File: src/design/pcr_pkg.sv
// Shared types, widths and helpers for the pairwise collision resolver.
package pcr_pkg;

	localparam int MAX_PARTICLES_DEF = 64;
	localparam logic [15:0] COEF_RESET = 16'd16384;

	localparam int POS_W   = 32;
	localparam int RAD_W   = 24;
	localparam int COEF_W  = 16;
	localparam int DIFF_W  = 33;
	localparam int RS_W    = 25;
	localparam int MA_W    = 26;
	localparam int MB_W    = 25;
	localparam int PROD_W  = 51;
	localparam int ROOT_W  = 26;
	localparam int T_W     = 26;
	localparam int IDX_W   = 6;
	localparam int SQRT_STEPS = 26;
	localparam int DIV_STEPS  = PROD_W;

	localparam logic [2:0] JOB_AI  = 3'd0;
	localparam logic [2:0] JOB_AJ  = 3'd1;
	localparam logic [2:0] JOB_PIX = 3'd2;
	localparam logic [2:0] JOB_PIY = 3'd3;
	localparam logic [2:0] JOB_PJX = 3'd4;
	localparam logic [2:0] JOB_PJY = 3'd5;

	typedef enum logic [4:0] {
		ST_IDLE, ST_PINIT, ST_RD, ST_DIFF, ST_CHK, ST_SQ2, ST_SQ3, ST_CMP,
		ST_SQW, ST_TM, ST_TT, ST_MDM, ST_MDD, ST_MDW, ST_WI, ST_WJ,
		ST_NEXT, ST_ERD, ST_EOUT
	} ctrl_state_t;

	typedef enum logic [3:0] {
		OP_NONE, OP_LOAD, OP_READ_PAIR, OP_DIFF, OP_MUL_AX, OP_MUL_AY,
		OP_MUL_RS, OP_SQRT_GO, OP_MUL_T, OP_TAKE_T, OP_MD_MUL, OP_MD_DIV,
		OP_MD_TAKE, OP_WR_I, OP_WR_J, OP_READ_EMIT
	} dp_op_t;

	typedef struct packed {
		dp_op_t     op;
		logic [2:0] job;
	} dp_cmd_t;

	typedef struct packed {
		logic skip_a;
		logic skip_b;
		logic sqrt_busy;
		logic div_busy;
	} dp_stat_t;

	function automatic logic [POS_W-1:0] sat32(input logic signed [POS_W+1:0] v);
		logic [POS_W-1:0] r;
		if (v > $signed({3'b000, {(POS_W-1){1'b1}}}))
			r = {1'b0, {(POS_W-1){1'b1}}};
		else if (v < $signed({3'b111, {(POS_W-1){1'b0}}}))
			r = {1'b1, {(POS_W-1){1'b0}}};
		else
			r = v[POS_W-1:0];
		return r;
	endfunction

endpackage

File: src/design/pcr_ctrl.sv
// Sequencer for loading, the pair pass and emission.
module pcr_ctrl #(
	parameter  int MAX_PARTICLES = pcr_pkg::MAX_PARTICLES_DEF,
	localparam int AW = $clog2(MAX_PARTICLES),
	localparam int CW = $clog2(MAX_PARTICLES + 1)
) (
	input  logic                        clk,
	input  logic                        arst_n,
	input  logic                        start,
	input  logic                        last_in,
	output logic                        busy,
	output pcr_pkg::dp_cmd_t            cmd,
	input  pcr_pkg::dp_stat_t           stat,
	output logic [AW-1:0]               addr_a,
	output logic [AW-1:0]               addr_b,
	output logic                        result_valid,
	output logic [pcr_pkg::IDX_W-1:0]   particle_index,
	output logic                        overflowed,
	output logic                        last_out
);
	pcr_pkg::ctrl_state_t state_q, state_d;

	logic [CW-1:0] count_q, i_q, j_q, k_q;
	logic [2:0]    job_q;
	logic          ovf_q;
	logic          room;
	logic          j_more, i_more, k_last;

	assign room   = count_q < CW'(MAX_PARTICLES);
	assign j_more = ({1'b0, j_q} + 1'b1) < {1'b0, count_q};
	assign i_more = ({1'b0, i_q} + 2'd2) < {1'b0, count_q};
	assign k_last = ({1'b0, k_q} + 1'b1) == {1'b0, count_q};

	always_comb begin
		state_d = state_q;
		unique case (state_q)
			pcr_pkg::ST_IDLE:  if (start && last_in) state_d = pcr_pkg::ST_PINIT;
			pcr_pkg::ST_PINIT: state_d = (count_q < CW'(2)) ? pcr_pkg::ST_ERD : pcr_pkg::ST_RD;
			pcr_pkg::ST_RD:    state_d = pcr_pkg::ST_DIFF;
			pcr_pkg::ST_DIFF:  state_d = pcr_pkg::ST_CHK;
			pcr_pkg::ST_CHK:   state_d = stat.skip_a ? pcr_pkg::ST_NEXT : pcr_pkg::ST_SQ2;
			pcr_pkg::ST_SQ2:   state_d = pcr_pkg::ST_SQ3;
			pcr_pkg::ST_SQ3:   state_d = pcr_pkg::ST_CMP;
			pcr_pkg::ST_CMP:   state_d = stat.skip_b ? pcr_pkg::ST_NEXT : pcr_pkg::ST_SQW;
			pcr_pkg::ST_SQW:   if (!stat.sqrt_busy) state_d = pcr_pkg::ST_TM;
			pcr_pkg::ST_TM:    state_d = pcr_pkg::ST_TT;
			pcr_pkg::ST_TT:    state_d = pcr_pkg::ST_MDM;
			pcr_pkg::ST_MDM:   state_d = pcr_pkg::ST_MDD;
			pcr_pkg::ST_MDD:   state_d = pcr_pkg::ST_MDW;
			pcr_pkg::ST_MDW: begin
				if (!stat.div_busy)
					state_d = (job_q == pcr_pkg::JOB_PJY) ? pcr_pkg::ST_WI : pcr_pkg::ST_MDM;
			end
			pcr_pkg::ST_WI:    state_d = pcr_pkg::ST_WJ;
			pcr_pkg::ST_WJ:    state_d = pcr_pkg::ST_NEXT;
			pcr_pkg::ST_NEXT:  state_d = (j_more || i_more) ? pcr_pkg::ST_RD : pcr_pkg::ST_ERD;
			pcr_pkg::ST_ERD:   state_d = pcr_pkg::ST_EOUT;
			pcr_pkg::ST_EOUT:  state_d = k_last ? pcr_pkg::ST_IDLE : pcr_pkg::ST_ERD;
			default:           state_d = pcr_pkg::ST_IDLE;
		endcase
	end

	always_comb begin
		cmd.op  = pcr_pkg::OP_NONE;
		cmd.job = job_q;
		unique case (state_q)
			pcr_pkg::ST_IDLE: if (start && room) cmd.op = pcr_pkg::OP_LOAD;
			pcr_pkg::ST_RD:   cmd.op = pcr_pkg::OP_READ_PAIR;
			pcr_pkg::ST_DIFF: cmd.op = pcr_pkg::OP_DIFF;
			pcr_pkg::ST_CHK:  if (!stat.skip_a) cmd.op = pcr_pkg::OP_MUL_AX;
			pcr_pkg::ST_SQ2:  cmd.op = pcr_pkg::OP_MUL_AY;
			pcr_pkg::ST_SQ3:  cmd.op = pcr_pkg::OP_MUL_RS;
			pcr_pkg::ST_CMP:  if (!stat.skip_b) cmd.op = pcr_pkg::OP_SQRT_GO;
			pcr_pkg::ST_TM:   cmd.op = pcr_pkg::OP_MUL_T;
			pcr_pkg::ST_TT:   cmd.op = pcr_pkg::OP_TAKE_T;
			pcr_pkg::ST_MDM:  cmd.op = pcr_pkg::OP_MD_MUL;
			pcr_pkg::ST_MDD:  cmd.op = pcr_pkg::OP_MD_DIV;
			pcr_pkg::ST_MDW:  if (!stat.div_busy) cmd.op = pcr_pkg::OP_MD_TAKE;
			pcr_pkg::ST_WI:   cmd.op = pcr_pkg::OP_WR_I;
			pcr_pkg::ST_WJ:   cmd.op = pcr_pkg::OP_WR_J;
			pcr_pkg::ST_ERD:  cmd.op = pcr_pkg::OP_READ_EMIT;
			default:          cmd.op = pcr_pkg::OP_NONE;
		endcase
	end

	always_ff @(posedge clk or negedge arst_n) begin
		if (!arst_n) begin
			state_q <= pcr_pkg::ST_IDLE;
			count_q <= '0;
			ovf_q   <= 1'b0;
			i_q     <= '0;
			j_q     <= '0;
			k_q     <= '0;
			job_q   <= pcr_pkg::JOB_AI;
		end else begin
			state_q <= state_d;
			case (state_q)
				pcr_pkg::ST_IDLE: begin
					if (start) begin
						if (room)
							count_q <= count_q + 1'b1;
						else
							ovf_q <= 1'b1;
					end
				end
				pcr_pkg::ST_PINIT: begin
					i_q <= '0;
					j_q <= CW'(1);
					k_q <= '0;
				end
				pcr_pkg::ST_TT: job_q <= pcr_pkg::JOB_AI;
				pcr_pkg::ST_MDW: if (!stat.div_busy) job_q <= job_q + 3'd1;
				pcr_pkg::ST_NEXT: begin
					// advance j, or move to the next row of pairs
					if (j_more) begin
						j_q <= j_q + 1'b1;
					end else if (i_more) begin
						i_q <= i_q + 1'b1;
						j_q <= i_q + CW'(2);
					end
					k_q <= '0;
				end
				pcr_pkg::ST_EOUT: begin
					if (k_last) begin
						count_q <= '0;
						ovf_q   <= 1'b0;
					end else begin
						k_q <= k_q + 1'b1;
					end
				end
				default: ;
			endcase
		end
	end

	assign busy   = state_q != pcr_pkg::ST_IDLE;
	assign addr_a = (state_q == pcr_pkg::ST_IDLE) ? count_q[AW-1:0] :
	                (state_q == pcr_pkg::ST_ERD)  ? k_q[AW-1:0] : i_q[AW-1:0];
	assign addr_b = j_q[AW-1:0];

	assign result_valid   = state_q == pcr_pkg::ST_EOUT;
	assign particle_index = pcr_pkg::IDX_W'(k_q[AW-1:0]);
	assign overflowed     = ovf_q;
	assign last_out       = k_last;
endmodule

File: config.mk
export PLATFORM = sky130hd
export DESIGN_NAME = pcr_ctrl
export DESIGN_NICKNAME = d
export VERILOG_FILES = /design/src/design/pcr_pkg.sv /design/src/design/pcr_ctrl.sv
export SDC_FILE = /design/constraint.sdc
export NUM_CORES = 1
export LEC_CHECK = 0
export BUFFER_PORTS_ARGS = -buffer_cell sky130_fd_sc_hd__buf_4
export CORE_MARGIN = 3
export CORE_UTILIZATION = 40
export CTS_CLUSTER_SIZE = 28
export DETAILED_ROUTE_END_ITERATION = 12
export SYNTH_ARGS = -nofsm -noshare
export SYNTH_HDL_FRONTEND = slang
export SYNTH_SLANG_ARGS = --single-unit
File: constraint.sdc
create_clock -name clk -period 8.64 [get_ports clk]
set_input_delay 0.864 -clock clk [delete_from_list [all_inputs] [get_ports clk]]
set_output_delay 0.864 -clock clk [all_outputs]
set_load 0.01 [all_outputs]
==> results of run 1 <==
==> layer usage <==
metal  part of all wire [%]  up-vias
li1                       -     1416
met2                     47       91
met3                    5.1       11
met1                     47     1418
met5                      0        -
met4                    1.2        0
==> state kept, by name (all words and copies together) (netlist names) <==
signal and flops:
job_q 3, count_q 7, i_q 7, overflowed 1, state_q 5, j_q 7, k_q 7
==> critical path, stage by stage (launching register included) <==
cell	delay, ns
dfrtp_1	0.43
ha_1	0.26
nand3_1	0.18
nor2_1	0.16
xor2_1	0.10
ha_1	0.30
nand3_1	0.11
o31ai_1	0.52
nor3_1	0.24
buf_4	0.24
a211o_1	0.30
a221o_1	0.29
==> power by group through the flow <==
stage               clock, mW  combinational (mW)  sequential (mW)
floorplan                   0               0.405            0.240
global placement            0               0.472            0.304
detailed placement          0               0.484            0.305
CTS                     0.129               0.486            0.302
global route            0.136               0.546            0.316
finish                  0.127               0.484            0.303
==> layout by cell type (no fill, tap or decap), drive strengths merged, types with 5 or more instances in the layout <==
cell / netlist / routed
nor2b: 5 / 5
and3: 5 / 5
a31oi: 6 / 6
mux2i: 11 / 11
buf: 23 / 38
nand2: 38 / 38
clkbuf: 14 / 6
nand4: 5 / 5
a211o: 6 / 6
o31ai: 8 / 8
o21ai: 17 / 17
xnor2: 10 / 10
ha: 19 / 19
inv: 18 / 18
and2: 5 / 5
nand3: 19 / 19
a21oi: 20 / 20
xor2: 10 / 10
nor2: 33 / 33
dfrtp: 37 / 37
nor3: 13 / 13
==> how the worst max path moves through the flow <==
stage,end,start,depth (start not counted)
final,j_q[4]$_DFFE_PN0P_,j_q[0]$_DFFE_PN0P_,11
after global routing,j_q[4]$_DFFE_PN0P_,j_q[0]$_DFFE_PN0P_,11
after CTS,j_q[4]$_DFFE_PN0P_,j_q[0]$_DFFE_PN0P_,11
after detailed placement,j_q[4]$_DFFE_PN0P_,j_q[0]$_DFFE_PN0P_,11
after global placement,j_q[4]$_DFFE_PN0P_,j_q[0]$_DFFE_PN0P_,11
after floorplan,i_q[3]$_DFFE_PN0P_,i_q[1]$_DFFE_PN0P_,10
==> cell families (layout without fill, tap and decap cells) <==
kind of cell / Yosys count / count (layout) / synth area share, %
muxes: 12 / 12 / 3.794
DFF: 37 / 37 / 28.94
and+or+nand+nor: 142 / 142 / 21.71
buffers and inverters: 56 / 64 / 9.229
AOI/OAI and AO/OA: 102 / 102 / 23.43
xor gates and xnor gates: 20 / 20 / 5.475
adders and majority gates: 19 / 19 / 7.431
==> layout make-up <==
type / count / area [um2]
clock buffer: 6 / 82.58
clock inverter: 1 / 7.507
fill: 733 / 4011
inverter: 19 / 71.32
multi-input combinational: 295 / 1978
sequential: 37 / 925.9
tap: 99 / 123.9
timing repair buffer: 38 / 285.3
==> through the flow <==
step	power (mW)	area (um2)	setup WS [ns]	util (%)	hold slack (ns)
finish	0.9140	3475	5.432	46.41	0.5323
global route	0.9971	3475	5.159	46.41	0.5597
CTS	0.9171	3475	5.432	46.41	0.5512
detailed placement	0.7888	3385	5.425	45.21	0.5326
global placement	0.7762	3385	5.523	45.21	0.5387
floorplan	0.6449	3199	5.813	-	0.5263
==> impl_metrics.yaml, run 1 <==
power_and_ir_drop:
  switching_share_pct: 47.75
  power_spent_charging_and_discharging_nets_mw: 0.4364
  internal_power_mw: 0.4776
  share_clk_of_total_power_pct: 13.9
  power.leakage_nw: 1.600
  ir_worst_vdd_v: 0.0001379
  power.share.combinational_pct: 52.9
  power_density_nw_per_um2: 263.0
  pwr-share-seq_pct: 33.2
sta:
  timing.clock.skew_ns: 0.01551
  timing.final.hold_violations: 0
  grt_setup_unrepaired: "false"
  finalSetupViolCount: 0
  slew_headroom_pct: 52.41
  tightestPinTransition_ns: 0.7139
  min_period_over_period_pct: 37.13
  fmax_mhz: 311.8
  fin_setup_tns_ns: 0
  slew_viol_final: 0
  final_period_minus_worst_setup_slack_ns: 3.208
synth:
  portion_of_the_post_synthesis_area_used_by_sequential_elements_pct: 28.94
  ys_top_cells_by_area: "dfrtp_1, ha_1, nand2_1"
  synth_edf_count: 0
  netlist.area_leader.share_pct: 28.94
  ys_ff_latch: 37
  syn_inst: 388
  synth_common_cells: "nand2_1, dfrtp_1, nor2_1"
  syn_nets: 415
  most_frequent_cell_after_synthesis: "nand2_1"
  synthArstFlopShare_pct: 100.0
  synth_cell_type_count: 63
  synth_top_area_cell: "dfrtp_1"
  synth_flop_cell: "dfrtp_1"
  synthesis_warnings: 0
  synthesized_area_um2: 3199
  syn-mean-instance-area_um2: 8.246
grt:
  total_congestion_overflow_after_global_routing: 0
  met3_usage_pct: 2.999
  maximum_number_of_pins_on_one_net_before_global_route_repair: 38
  vias_in_the_first_global_route: 2652
  grt_first_pass_wirelength_um: 13600
  met2_track_utilization_from_global_routing_pct: 30.73
  busiest_layer: "met2"
  antenna_found_initial: 0
  groute.usage.overall_pct: 18.91
  grt_use_met1_pct: 26.59
routing:
  drt_pre_antenna_iters: 5
  vias: 2936
  vias_per_cell: 5.931
  wl_um: 8178
  wl_per_cell_um: 16.52
  drt-initial-drc-count: 162
  drt.antenna.violating_nets: 0
  drcViolationCount: 0
cts:
  clock_tree_from_tritoncts: "yes"
  cts_hold_buf: 0
  clock_latency_ns: 0.29
  ctsHtreeMaxLevel: 2
  ctsLongestPathBuffers: 2
  cts-root-buf: "clkbuf_8"
  postCtsResizedCells: 0
  cts-buffers-inserted: 5
  cts.sinks: 37
  clk_pin_slew_worst_paths_ns: 0.08
  post-cts-setup-buffers: 0
die:
  die_w_um: 95.44
  core_area_um2: 7486
  initial_utilization_pct: 42.74
  pin_count: 37
  die_area_um2: 9108
  die_height_um: 95.44
  std_cell_rows: 31
cells_and_area:
  design.final.nets: 423
  antenna_diode_count: 0
  finish.cell_count_without_fillers: 495
  share_of_layout_cells_above_drive_strength_1_pct: 13.64
  layout_stage_area_growth_over_the_synthesis_result_pct: 8.604
setup_path:
  critical_path_class: "flip-flop to flip-flop"
  arrival_ns: 3.39
  kind_of_capture_point_of_the_worst_setup_path: "flip-flop"
  crit-reg2reg-capture: "j_q[4]$_DFFE_PN0P_"
  required_ns: 8.82
  crit_fanout: 10
  setup.worst_path.start_class: "flip-flop"
  worstRegToRegCells: 11
  reg2reg_setup_slack_ns: 5.43
  timing.rr.start: "j_q[0]$_DFFE_PN0P_"
status:
  outcome: "finished clean"
placement:
  port_buffers: 36
  place.detailed.instances: 488
  routabilityCongestion: 0.8619
  post-dp-hpwl_um: 6093
min_path:
  hold_path.class: "input pin to asynchronous set/reset pin"
flow_run:
  max-cap-violations: 0
Power figures use the tool's default switching activity.
==> inputs of run 2 (changes only) <==
- clock period: 8.64 -> 3.3 ns (I/O delays scaled with it)
==> run 2 against run 1 <==
  * The run now ends with hold timing left
  * Non-clock buffer count increased by 13
  * Register-to-register slack worse by 5.1 ns
  * Global-route usage up 0.59 points
  * Worst hold slack got worse by 0.54 ns
  * Setup slack worse by 5.1 ns
  * Largest cell class unchanged
  * Highest routed layer unchanged
==> impl_metrics.yaml, run 2 (synthesis gave the netlist of run 1 again) <==
cells_and_area:
  finalInstanceArea_um2: 3568
  layout_stage_area_growth_over_the_synthesis_result_pct: 11.54
  layout_commonest_cell: "buf_4"
  final_cell_mix: "buf_4, nand2_1, dfrtp_1, nor2_1"
  final.fill_count: 765
  share_of_layout_cells_above_drive_strength_1_pct: 16.14
  antenna_diode_count: 0
  design.final.nets: 436
  final_core_utilization_pct: 47.67
status:
  outcome: "finished with violations"
  violated_checks: "hold timing"
sta:
  timing.final.hold_violations: 6
  fin_setup_tns_ns: 0
  finalSetupViolCount: 0
  final_period_minus_worst_setup_slack_ns: 2.995
  min_period_over_period_pct: 90.77
  slew_headroom_pct: 56.78
  slew_viol_final: 0
  tightestPinTransition_ns: 0.6424
  grt_setup_unrepaired: "false"
  timing.clock.skew_ns: 0.005634
  least_setup_slack_across_all_paths_after_layout_ns: 0.3047
  fmax_mhz: 333.9
  worst_hold_slack_ns: -0.006951
power_and_ir_drop:
  power_density_nw_per_um2: 682.8
  ir_worst_vdd_v: 0.0003146
  p_total_mw: 2.436
  power.leakage_nw: 1.663
die:
  die_area_um2: 9108
  die_height_um: 95.44
  std_cell_rows: 31
  pin_count: 37
  die_w_um: 95.44
  core_area_um2: 7486
  initial_utilization_pct: 42.74
flow_run:
  max-cap-violations: 0
setup_path:
  timing.critical_path.cells: "ha_1 > and3_1 > xor2_1 > ha_1 > a21o_1 > a221oi_1 > o31a_2 > buf_4 > a21oi_1 > o21a_1 > a221o_1"
  kind_of_capture_point_of_the_worst_setup_path: "flip-flop"
  worstRegToRegCells: 11
  required_ns: 3.47
  cp_common_cell: "ha_1"
  worst_path_max_delay_cell: "dfrtp_1"
  critical_path_class: "flip-flop to flip-flop"
  setup.worst_path.start_class: "flip-flop"
  crit_fanout: 6
  reg2reg_setup_slack_ns: 0.30
  arrival_ns: 3.17
  max_stage_delay_ns: 0.45
  beginning_of_the_critical_path: "i_q[2]$_DFFE_PN0P_"
  worst_setup_path_endpoint: "j_q[6]$_DFFE_PN0P_"
  crit-reg2reg-capture: "j_q[6]$_DFFE_PN0P_"
  timing.rr.start: "i_q[2]$_DFFE_PN0P_"
grt:
  met2_track_utilization_from_global_routing_pct: 32.89
  maximum_number_of_pins_on_one_net_before_global_route_repair: 38
  grt_use_met1_pct: 26.72
  busiest_layer: "met2"
  met3_usage_pct: 2.920
  total_congestion_overflow_after_global_routing: 0
  grt_first_pass_wirelength_um: 14030
  vias_in_the_first_global_route: 2808
  groute.usage.overall_pct: 19.50
  antenna_found_initial: 0
routing:
  drcViolationCount: 0
  drt-initial-drc-count: 173
  wl_um: 8379
  drt_pre_antenna_iters: 5
  vias: 2972
  wl_per_cell_um: 16.49
  vias_per_cell: 5.850
  drt.antenna.violating_nets: 0
cts:
  ctsHtreeMaxLevel: 2
  clock_latency_ns: 0.29
  clk_pin_slew_worst_paths_ns: 0.08
  postCtsResizedCells: 0
  cts_hold_buf: 0
  cts.sinks: 37
  ctsLongestPathBuffers: 2
  post-cts-setup-buffers: 0
  clock_tree_from_tritoncts: "yes"
  cts-root-buf: "clkbuf_8"
  cts-buffers-inserted: 5
min_path:
  hold_path.class: "input pin to asynchronous set/reset pin"
placement:
  routabilityCongestion: 0.8817
  post-dp-hpwl_um: 6348
  dpl_worst_slack_ns: 0.2665
  port_buffers: 36
  placement.cell_area_um2: 3460
run 2: cell types whose count changed in the layout (fill, tap and decap cells not counted), sizes merged:
cell,delta
buf,+13
clkbuf,+1
clkinvlp,-1
run 2: area by class of cell:
type,instances,area (um2),area share (%)
Multi-Input combinational cell,295,1978,55.43
Tap cell,99,123.9,3.471
Inverter,19,71.32,1.999
Clock buffer,7,86.33,2.419
Timing Repair Buffer,51,382.9,10.73
Sequential cell,37,925.9,25.95
run 2: worst min path at each step:
stage,startpoint,end,cells past startpoint
global placement,arst_n,k_q[5]$_DFFE_PN0P_,1
CTS,arst_n,k_q[5]$_DFFE_PN0P_,1
global route,arst_n,k_q[5]$_DFFE_PN0P_,1
finish,arst_n,k_q[5]$_DFFE_PN0P_,1
detailed placement,arst_n,k_q[5]$_DFFE_PN0P_,1
floorplan,arst_n,count_q[0]$_DFFE_PN0P_,0
run 2: per-layer routing:
layer / up-vias / share of wire [%]
met4: 0 / 0.70
met2: 65 / 48
met5: - / 0
li1: 1452 / -
met3: 5 / 4.4
met1: 1450 / 47
run 2: worst max-delay path: cells and delay by family (launching register included):
| kind | cells | cell delay (ns) |
|---|---|---|
| buffers and inverters | 1 | 0.14 |
| adders and majority gates | 2 | 0.52 |
| xor gates and xnor gates | 1 | 0.21 |
| and+or+nand+nor | 1 | 0.23 |
| DFF | 1 | 0.45 |
| AOI/OAI and AO/OA | 6 | 1.32 |
run 2: power breakdown:
part           switching, mW  internal (mW)
Clock                  0.168          0.166
Combinational          0.766          0.587
Sequential             0.203          0.546
run 2: stage by stage:
stage | hold WS (ns) | instances
global placement | 0.3347 | 498
detailed placement | 0.3350 | 498
CTS | 0.02665 | 505
global route | 0.02921 | 508
floorplan | 0.03441 | 388
finish | -0.006951 | 508
==> inputs of run 3 (changes only) <==
- HOLD_SLACK_MARGIN: not set -> 0.02
- SETUP_SLACK_MARGIN: not set -> 0.4
==> run 3 against run 2 <==
  * Fmax grew 4.9%
  * Register-to-register slack better by 0.14 ns
  * Clock power is essentially flat
  * Utilization up 2.2 points
  * Die area unchanged
  * Sequential cell count unchanged
  * Setup slack gained 0.14 ns
  * The flow still finishes with violations (hold timing)
  * Clock skew is 0.00088 ns lower
  * Worst hold slack gained 0.0010 ns
  * Critical path depth is 1 higher
  * Wire length increased by 3.9%
  * Critical endpoint is now j_q[5]$_DFFE_PN0P_
  * Total power up 3.4%
==> impl_metrics.yaml, run 3 (synthesis gave the netlist of run 1 again) <==
status:
  outcome: "finished with violations"
  violated_checks: "hold timing"
routing:
  uppermost_routed_layer: "met4"
  wl_um: 8707
  routed-wl-met2_um: 4156
  drcViolationCount: 0
  vias: 3073
  wl_met3_um: 377
  routedLengthMet1_um: 4084
  drt.antenna.violating_nets: 0
  drt_pre_antenna_iters: 5
  vias_per_cell: 5.932
  drt-initial-drc-count: 158
  wl_per_cell_um: 16.81
cells_and_area:
  finish.cell_count_without_fillers: 518
  final_cell_mix: "buf_4, nand2_1, dfrtp_1, nor2_1, nand3_1"
  antenna_diode_count: 0
  share_of_layout_cells_above_drive_strength_1_pct: 22.91
  layout_stage_area_growth_over_the_synthesis_result_pct: 16.70
  layout_commonest_cell: "buf_4"
  design.final.nets: 446
  final.fill_count: 742
power_and_ir_drop:
  power_density_nw_per_um2: 675.0
  power.leakage_nw: 1.711
  ir_worst_vdd_v: 0.0003153
grt:
  maximum_number_of_pins_on_one_net_before_global_route_repair: 38
  grt_first_pass_wirelength_um: 14080
  groute.usage.overall_pct: 19.59
  antenna_found_initial: 0
  vias_in_the_first_global_route: 2817
  total_congestion_overflow_after_global_routing: 0
placement:
  routabilityCongestion: 0.8817
  place.detailed.instances: 498
  dpl_worst_slack_ns: 0.2665
  port_buffers: 36
  post-dp-hpwl_um: 6348
die:
  die_height_um: 95.44
  die_w_um: 95.44
  initial_utilization_pct: 42.74
  core_area_um2: 7486
  pin_count: 37
  std_cell_rows: 31
  die_area_um2: 9108
cts:
  cts-buffers-inserted: 5
  ctsHtreeMaxLevel: 2
  clock_latency_ns: 0.29
  clk_pin_slew_worst_paths_ns: 0.08
  cts-root-buf: "clkbuf_8"
  clock_tree_from_tritoncts: "yes"
  ctsLongestPathBuffers: 2
  cts.sinks: 37
sta:
  timing.clock.skew_ns: 0.004750
  min_period_over_period_pct: 86.52
  slew_headroom_pct: 56.78
  least_setup_slack_across_all_paths_after_layout_ns: 0.4447
  worst_hold_slack_ns: -0.005947
  timing.final.hold_violations: 6
  slew_viol_final: 0
  fmax_mhz: 350.2
  grt_setup_unrepaired: "true"
  final_period_minus_worst_setup_slack_ns: 2.855
  tightestPinTransition_ns: 0.6424
  fin_setup_tns_ns: 0
  finalSetupViolCount: 0
setup_path:
  required_ns: 3.50
  reg2reg_setup_slack_ns: 0.44
  worstRegToRegCells: 12
  arrival_ns: 3.06
  kind_of_capture_point_of_the_worst_setup_path: "flip-flop"
  critical_path_class: "flip-flop to flip-flop"
  crit-reg2reg-capture: "j_q[5]$_DFFE_PN0P_"
  crit_fanout: 5
  setup.worst_path.start_class: "flip-flop"
  timing.rr.start: "i_q[2]$_DFFE_PN0P_"
flow_run:
  max-cap-violations: 0
min_path:
  hold_path.class: "input pin to asynchronous set/reset pin"
==> run 3: cell types whose count changed in the layout (fill, tap and decap cells not counted), sizes merged <==
cell  change
buf      +10
==> run 3: repair_timing <==
item	in CTS	in global routing
setup endpoints to repair	6	17
resized for setup	2	23
pin swaps	0	9
setup buffers	3	10
hold buffers	0	0
endpoints found under the hold margin	0	0
==> run 3: layout make-up <==
cell class | count | area [um2] | area share [%]
multi-input combinational | 295 | 2057 | 55.09
sequential | 37 | 933.4 | 25.00
timing repair buffer | 61 | 461.7 | 12.37
clock buffer | 7 | 86.33 | 2.312
tap | 99 | 123.9 | 3.318
inverter | 19 | 71.32 | 1.910
==> run 3: metal layers <==
layer | track usage (%) | vias up
met5 | 0 | -
met4 | 3.555 | 0
met3 | 2.920 | 11
met2 | 33.06 | 82
met1 | 26.82 | 1503
li1 | - | 1477
==> run 3: worst max path at each step <==
stage                               endpoint  slack (ns)          startpoint  depth (start not counted)
after floorplan           i_q[3]$_DFFE_PN0P_        0.47  i_q[1]$_DFFE_PN0P_                         10
after global placement    i_q[5]$_DFFE_PN0P_        0.39  i_q[2]$_DFFE_PN0P_                         10
after detailed placement  i_q[3]$_DFFE_PN0P_        0.27  i_q[2]$_DFFE_PN0P_                         10
after CTS                 i_q[3]$_DFFE_PN0P_        0.41  j_q[0]$_DFFE_PN0P_                         11
after global routing      j_q[5]$_DFFE_PN0P_        0.35  i_q[2]$_DFFE_PN0P_                         12
final                     j_q[5]$_DFFE_PN0P_        0.44  i_q[2]$_DFFE_PN0P_                         12
==> run 3: power by group <==
group / internal, mW / switching [mW] / total (mW)
sequential: 0.547 / 0.202 / 0.749
clock: 0.166 / 0.167 / 0.333
combinational: 0.634 / 0.804 / 1.44
total: 1.35 / 1.17 / 2.52
==> run 3: metrics by stage <==
step           utilization [%]  area (um2)  total power [mW]
6_report                 49.87        3734             2.520
3_3_place_gp             46.21        3460             2.070
2_1_floorplan                -        3199             1.688
5_1_grt                  49.87        3734             2.754
4_1_cts                  47.77        3576             2.448
3_5_place_dp             46.21        3460             2.096
==> run 3: critical path, cell delays in order, from the launching register on <==
cell,delay (ns)
dfrtp_2,0.45
ha_4,0.18
and3_4,0.19
xor2_2,0.15
ha_1,0.32
a21o_1,0.18
a221oi_2,0.27
o31a_2,0.26
buf_6,0.14
o221ai_1,0.14
buf_4,0.19
nand2b_1,0.17
o211ai_1,0.11
